## config.mk

```make
export PLATFORM = sky130hd
export DESIGN_NAME = rwbl_front_flat
export DESIGN_NICKNAME = d
export VERILOG_FILES = /design/src/rtl/rwbl_pkg.sv /design/src/rtl/rwbl_req_if.sv /design/src/rtl/rwbl_front.sv /design/src/flat_wrapper.sv
export SDC_FILE = /design/constraint.sdc
export NUM_CORES = 1
export LEC_CHECK = 0
export BUFFER_PORTS_ARGS = -buffer_cell sky130_fd_sc_hd__buf_2
export CAP_MARGIN = 20
export CORE_MARGIN = 4
export CORE_UTILIZATION = 40
export DETAILED_ROUTE_END_ITERATION = 12
export GPL_TIMING_DRIVEN = 0
export HOLD_SLACK_MARGIN = 0.08
export MAX_ROUTING_LAYER = met4
export PLACE_DENSITY = 0.65
export RECOVER_POWER = 50
export SLEW_MARGIN = 30
export SYNTH_ARGS = -nofsm -noshare
export SYNTH_HDL_FRONTEND = slang
export SYNTH_SLANG_ARGS = --single-unit
```

## constraint.sdc

```tcl
create_clock -name clk -period 25.1 [get_ports clk]
set_input_delay 1.255 -clock clk [delete_from_list [all_inputs] [get_ports clk]]
set_output_delay 1.255 -clock clk [all_outputs]
set_load 0.02 [all_outputs]
```

## src/rtl/rwbl_pkg.sv

```systemverilog
package rwbl_pkg;

    localparam int BLK_W = 48;
    localparam int LSN_W = 48;
    localparam int SEG_W = 32;
    localparam int OFF_W = 32;
    localparam int FUNC_W = 2;
    localparam int STAT_W = 2;
    localparam int QUEUE_DEPTH = 2;

    localparam logic [FUNC_W-1:0] FUNC_INSERT = 2'd0;
    localparam logic [FUNC_W-1:0] FUNC_LOOKUP = 2'd1;
    localparam logic [FUNC_W-1:0] FUNC_DRAIN  = 2'd2;

    localparam logic [STAT_W-1:0] STAT_OK        = 2'd0;
    localparam logic [STAT_W-1:0] STAT_NOT_FOUND = 2'd1;
    localparam logic [STAT_W-1:0] STAT_BUSY      = 2'd2;
    localparam logic [STAT_W-1:0] STAT_EMPTY     = 2'd3;

    typedef enum logic [1:0] {
        OP_INSERT,
        OP_LOOKUP,
        OP_DRAIN,
        OP_NONE
    } op_t;

    typedef enum logic [1:0] {
        ST_IDLE,
        ST_WALK,
        ST_DRAIN
    } state_t;

    typedef struct packed {
        op_t              op;
        logic [BLK_W-1:0] start_block;
        logic [BLK_W-1:0] end_block;
        logic [LSN_W-1:0] log_seq;
        logic [SEG_W-1:0] seg_in;
        logic [OFF_W-1:0] offset_in;
        logic [BLK_W-1:0] limit_in;
    } cmd_t;

    typedef struct packed {
        logic pop;
    } queue_ctl_t;

    typedef struct packed {
        logic [BLK_W-1:0] start_block;
        logic [BLK_W-1:0] end_block;
        logic [LSN_W-1:0] lsn;
        logic [SEG_W-1:0] seg;
        logic [OFF_W-1:0] offset;
    } entry_t;

    typedef struct packed {
        logic [STAT_W-1:0] status;
        logic [BLK_W-1:0]  range_start;
        logic [BLK_W-1:0]  range_limit;
        logic [SEG_W-1:0]  seg_out;
        logic [OFF_W-1:0]  offset_out;
        logic [LSN_W-1:0]  lsn_out;
    } rsp_t;

endpackage

```

## src/rtl/rwbl_req_if.sv

```systemverilog
interface rwbl_req_if;
    import rwbl_pkg::*;

    logic              valid;
    logic              ready;
    logic [FUNC_W-1:0] func;
    logic [BLK_W-1:0]  start_block;
    logic [BLK_W-1:0]  end_block;
    logic [LSN_W-1:0]  log_seq;
    logic [SEG_W-1:0]  seg_in;
    logic [OFF_W-1:0]  offset_in;
    logic [BLK_W-1:0]  limit_in;

    modport source (output valid, func, start_block, end_block, log_seq, seg_in,
                    offset_in, limit_in, input ready);
    modport sink (input valid, func, start_block, end_block, log_seq, seg_in,
                  offset_in, limit_in, output ready);
endinterface

```

## src/rtl/rwbl_front.sv

```systemverilog
module rwbl_front (
    input  logic                 clk,
    input  logic                 rst_n,
    rwbl_req_if.sink             req,
    input  rwbl_pkg::queue_ctl_t ctl_in,
    output logic                 q_valid,
    output rwbl_pkg::cmd_t       q_cmd
);
    import rwbl_pkg::*;

    localparam int QI_W = (QUEUE_DEPTH > 1) ? $clog2(QUEUE_DEPTH) : 1;
    localparam int QC_W = $clog2(QUEUE_DEPTH + 1);

    cmd_t            fifo_reg [QUEUE_DEPTH];
    logic [QI_W-1:0] wr_ptr_reg, wr_ptr_next;
    logic [QI_W-1:0] rd_ptr_reg, rd_ptr_next;
    logic [QC_W-1:0] count_reg, count_next;
    logic            push;
    cmd_t            cmd_new;

    // classify the function code
    always_comb
    begin
        cmd_new.start_block = req.start_block;
        cmd_new.end_block   = req.end_block;
        cmd_new.log_seq     = req.log_seq;
        cmd_new.seg_in      = req.seg_in;
        cmd_new.offset_in   = req.offset_in;
        cmd_new.limit_in    = req.limit_in;
        unique case (req.func)
            FUNC_INSERT: cmd_new.op = OP_INSERT;
            FUNC_LOOKUP: cmd_new.op = OP_LOOKUP;
            FUNC_DRAIN:  cmd_new.op = OP_DRAIN;
            default:     cmd_new.op = OP_NONE;
        endcase
    end

    assign req.ready = (count_reg != QC_W'(QUEUE_DEPTH));
    assign push      = req.valid && req.ready;
    assign q_valid   = (count_reg != '0);
    assign q_cmd     = fifo_reg[rd_ptr_reg];

    always_comb
    begin
        wr_ptr_next = wr_ptr_reg;
        rd_ptr_next = rd_ptr_reg;
        count_next  = count_reg;
        if (push)
        begin
            wr_ptr_next = (wr_ptr_reg == QI_W'(QUEUE_DEPTH - 1)) ? '0 : wr_ptr_reg + 1'b1;
        end
        if (ctl_in.pop)
        begin
            rd_ptr_next = (rd_ptr_reg == QI_W'(QUEUE_DEPTH - 1)) ? '0 : rd_ptr_reg + 1'b1;
        end
        if (push && !ctl_in.pop)
        begin
            count_next = count_reg + 1'b1;
        end
        else if (!push && ctl_in.pop)
        begin
            count_next = count_reg - 1'b1;
        end
    end

    always_ff @(posedge clk or negedge rst_n)
    begin
        if (!rst_n)
        begin
            wr_ptr_reg <= '0;
            rd_ptr_reg <= '0;
            count_reg  <= '0;
        end
        else
        begin
            wr_ptr_reg <= wr_ptr_next;
            rd_ptr_reg <= rd_ptr_next;
            count_reg  <= count_next;
        end
    end

    always_ff @(posedge clk)
    begin
        if (push)
        begin
            fifo_reg[wr_ptr_reg] <= cmd_new;
        end
    end

endmodule

```

## src/flat_wrapper.sv

```systemverilog
// flat-port wrapper written by rule: the top's interface ports become plain ports
module rwbl_front_flat import rwbl_pkg::*;
  (clk, rst_n, ctl_in, q_valid, q_cmd, req_valid, req_func, req_start_block, req_end_block, req_log_seq, req_seg_in, req_offset_in, req_limit_in, req_ready);
  rwbl_req_if req_i ();
  input  logic clk;
  input  logic rst_n;
  input  rwbl_pkg::queue_ctl_t ctl_in;
  output logic q_valid;
  output rwbl_pkg::cmd_t q_cmd;
  input wire logic [$bits(req_i.valid)-1:0] req_valid;
  input wire logic [$bits(req_i.func)-1:0] req_func;
  input wire logic [$bits(req_i.start_block)-1:0] req_start_block;
  input wire logic [$bits(req_i.end_block)-1:0] req_end_block;
  input wire logic [$bits(req_i.log_seq)-1:0] req_log_seq;
  input wire logic [$bits(req_i.seg_in)-1:0] req_seg_in;
  input wire logic [$bits(req_i.offset_in)-1:0] req_offset_in;
  input wire logic [$bits(req_i.limit_in)-1:0] req_limit_in;
  output wire logic [$bits(req_i.ready)-1:0] req_ready;
  assign req_i.valid = req_valid;
  assign req_i.func = req_func;
  assign req_i.start_block = req_start_block;
  assign req_i.end_block = req_end_block;
  assign req_i.log_seq = req_log_seq;
  assign req_i.seg_in = req_seg_in;
  assign req_i.offset_in = req_offset_in;
  assign req_i.limit_in = req_limit_in;
  assign req_ready = req_i.ready;
  rwbl_front u_core (.clk(clk), .rst_n(rst_n), .req(req_i), .ctl_in(ctl_in), .q_valid(q_valid), .q_cmd(q_cmd));
endmodule
```

## Word-level counts from Yosys, hierarchy flattened

Memories as Yosys holds them, arrays and structs flattened.
Cells that the tools add are included.

| cells by class | value |
|---|---|
| add/subtract/negate cells | 4 |
| eq/ne operators | 3 |
| mux-type cells | 7 |
| reduce and logical (&&, ||, !) cells | 8 |

Operator list:

| cell | count |
|---|---|
| one-hot mux 2 bit (3 select lines) | 1 |
| two-way mux 1 bit | 4 |
| two-way mux 2 bit | 2 |
| nonzero test 2 bit | 2 |
| logical AND 1 bit | 3 |
| adder 1 bit (second input constant) | 2 |
| adder 2 x 1 -> 2 bit (second input constant) | 1 |
| == test 2 x 1 -> 1 bit (second input constant) | 1 |
| == test 2 bit (second input constant) | 1 |
| logical NOT 1 bit | 2 |
| logical NOT 2 bit | 1 |
| inequality test 2 bit (second input constant) | 1 |
| subtractor 2 x 1 -> 2 bit (second input constant) | 1 |

| storage, ports and cells | value |
|---|---|
| bits in registers | 4 |
| bits in writable memories | 516 |
| bits of input ports | 262 |
| output and inout bits | 260 |
| word-level logic and storage cells | 26 |
| memories | 1 |

Memory list:

| memory | depth | width | read ports | clocked after memory_dff | wr ports | line | source |
|---|---|---|---|---|---|---|---|
| u_core.fifo_reg | 2 | 258 | 1 | 0 | 1 | rwbl_front.sv:14 | `cmd_t fifo_reg [QUEUE_DEPTH];` |

## Logic depth before layout (Yosys ltp)

| logic depth | value |
|---|---|
| word-level depth | 6 |
| gate-level depth with buffers | 7 |

## Least setup slack after synthesis

Ideal clock, no wire load.

| timing path | value |
|---|---|
| path kind | in2reg |
| from | input port req_valid |
| to | memory u_core.fifo_reg[0][0] (netlist name), enable pin |
| arrival | 12.037 ns |
| slack | 12.181 ns |
| stages on the path | 2 |
| path buffers | 0 |
| cells stage by stage | nand2_1 > nor2_1 |

| on the way | value |
|---|---|
| word-level cells in the longest chain between the ends | 3 |

Ends and longest elaborated chain:

| item | line | source |
|---|---|---|
| start: declaration | flat_wrapper.sv:10 | `input wire logic [$bits(req_i.valid)-1:0] req_valid;` |
| logical AND 1 bit | rwbl_front.sv:39 | `assign push = req.valid && req.ready;` |
| two-way mux 1 bit | rwbl_front.sv:84 | `if (push)` |
| two-way mux 1 bit (implied by the code) | rwbl_front.sv:86 | `fifo_reg[wr_ptr_reg] <= cmd_new;` |
| end: declaration | rwbl_front.sv:14 |  |

No other way between the ends.

## Worst setup path after layout

| timing path | value |
|---|---|
| from | input port req_valid |
| to | memory u_core.fifo_reg[1][21] (netlist name), enable pin |

Same word-level chain as after synthesis.

==> qor.txt <==
Worst VDD drop - 0.0757 mV
Global Route Usage Sum - 16.5%
die area - 0.0528 sq mm
Post-Synthesis Cells - 823
Critical R2R Launch - u_core.count_reg[0]
Worst-Margin Slew - 2.20 ns
final setup TNS - 0 ns
Multi-input gate area - 0.00375 sq mm
IO buf count - 519
Max-Cap Viols - 3
Final Cycle Share - 18.5%
fin nets - 1,682
first-pass GRT wire length - 64.6 mm
via count - 9,911
reg-to-reg slack, setup - 20.63 ns
Max Clock Skew - 0.0139 ns
Fmax achieved - 215 MHz
number of flops mapped to enable cells by yosys - 516
power density over the cells - 127 mW/mm^2
drt total wl - 44.0 mm
terminus of the critical flop-to-flop path - u_core.fifo_reg[1][21]
WL/cell - 20.7 um
final hold viol count - 0
syn_nets - 1,086
Sink Count - 520
Req. time, crit path - 25.36 ns
Final min period - 4.65 ns
initial antenna violation count - 15
largest net degree at the start of global routing - 37
TritonRoute pass-1 iters - 4
Worst setup EP type - flop
Yosys Warn Count - 0
min-delay src - u_core.wr_ptr_reg
top cell type's share of synthesized area - 78.8%
core area - 0.0481 sq mm
Rel. slew slack - -46.5%
Largest register FFs - 516
Starting Density - 40.8%
vias in the first global route - 10.6k
I/O pins - 522
Slew Limit Fails - 107
Final setup viols - 0
final hold slack - 0.494 ns
top-count cell post-synth - edfxtp_1
Seq/Total Area, Yosys - 79.3%
Netlist cell types - 16
Setup Buffers After CTS - 0
hold buffer count at CTS - 0
CTS tree - done
Syn Area/Cell - 23.9 sq um
kind of critical path - primary input to flop
root buffer cell - clkbuf_16
RSZ-0062 raised after global routing - no
top cells by area, synth - edfxtp_1 (79%), mux2_4 (15%), mux2_2 (3.2%)
number of fill cells - 3,935
Data arrival, critical path - 4.91 ns
routed vias/inst - 4.65
async set or reset register ratio after synthesis - 0.769%
Rows - 80
CTS buffer count - 53
status - finished, violations left
R2R depth - 5
static leakage - 9.67 nW
Yosys reg bits - 520
violations in the final reports - capacitance limit, slew limit
worst-path maximum fanout - 36
layout cells sized above 1 - 52.9%
CTS HTree Levels - 2
RePlAce Congestion - 0.780
number of routed nets with antenna violations - 0
Synth Flop Type - edfxtp_1
Post-synth top cells - edfxtp_1 (516), mux2_4 (202), mux2_2 (56)
Worst-Skew Late Latency - 0.58 ns
hpwl dp - 32.2 mm
Die Ht - 230 um
DRC - 0
Worst Hold Path EP - u_core.wr_ptr_reg
Die W - 230 um
GRT overflow - 0
iteration-0 DRC count of the detailed router - 503
Post-Syn Area - 0.0197 sq mm
clk slew on worst S/H paths - 0.06 ns
area delta synth->final - 27.8%
post-cts resize count - 0
hold depth - 1
Bufs on Longest Clock Path - 3
Yosys top cell by area - edfxtp_1
worst hold path class - flop to flop
sequential cell area - 0.0156 sq mm
crit start category - primary input
==> critical path, cell delays in order <==
cell and delay [ns]:
clkbuf_1 0.08, and3_1 1.29, clkbuf_1 1.65, buf_12 0.31, buf_12 0.27
==> cell usage in the layout, fill, tap and decap left out, drive strengths merged <==
cell and instances:
and3 1, nor2 2, xor2 3, bufinv 8, clkinvlp 1, buf 442
nand2 1, edfxtp 516, or2 1, diode 15, ha 1, xnor2 2
clkinv 20, inv 4, clkbuf 197, nand2b 1, mux2 258, dfrtp 4
==> power by group <==
| group | total, W | leakage, nW | internal, W | switching (W) |
|---|---|---|---|---|
| Combinational | 0.00117 | 3.99 | 0.000506 | 0.000666 |
| Clock | 0.000786 | 0.847 | 0.000470 | 0.000315 |
| Sequential | 0.00123 | 4.84 | 0.00119 | 0.0000425 |
==> layer usage <==
metal	GRT usage [%]	wire length [um]
met1	18.5	16500
met2	27.2	22500
met3	6.32	3950
met4	6.01	1070
met5	-	0
==> metrics by stage <==
step | setup WS, ns | area (sq um) | power, W | utilization, % | cells
after CTS | 21.69 | 25400 | 0.00325 | 52.7 | 2118
after floorplan | 12.18 | 19700 | 0.00211 | - | 823
after global placement | 5.56 | 23100 | 0.00250 | 47.9 | 1998
final | 20.45 | 25100 | 0.00319 | 52.2 | 2133
after global routing | 20.06 | 25100 | 0.00333 | 52.2 | 2132
after detailed placement | 21.98 | 23600 | 0.00246 | 49.1 | 2020
==> logic make-up after synthesis <==
logic type / Yosys count / share of synthesized area, %
xor+xnor: 5 / 0.223
fa+ha+maj: 1 / 0.0636
buf+inv: 33 / 1.61
flops: 520 / 79.3
mux: 258 / 18.6
simple gates: 6 / 0.153
==> final cells by class <==
class                      count  area share, %
tap                          656           3.27
sequential                   520           62.1
timing repair buffer         541           11.4
clock buffer                  67           5.49
clock inverter                31           1.42
multi-input combinational    270           14.9
antenna                       15          0.149
inverter                       2         0.0299
buffer                        31           1.23
==> how the worst max path moves through the flow <==
stage,start,depth (start not counted),end
4_1_cts,u_core.rd_ptr_reg,5,q_cmd[139]
2_1_floorplan,req_valid,2,u_core.fifo_reg[0][0]
6_report,req_valid,5,u_core.fifo_reg[1][21]
3_3_place_gp,req_valid,3,u_core.fifo_reg[0][207]
3_5_place_dp,req_valid,5,u_core.fifo_reg[1][21]
5_1_grt,req_valid,5,u_core.fifo_reg[1][21]
Power figures use the tool's default switching activity.
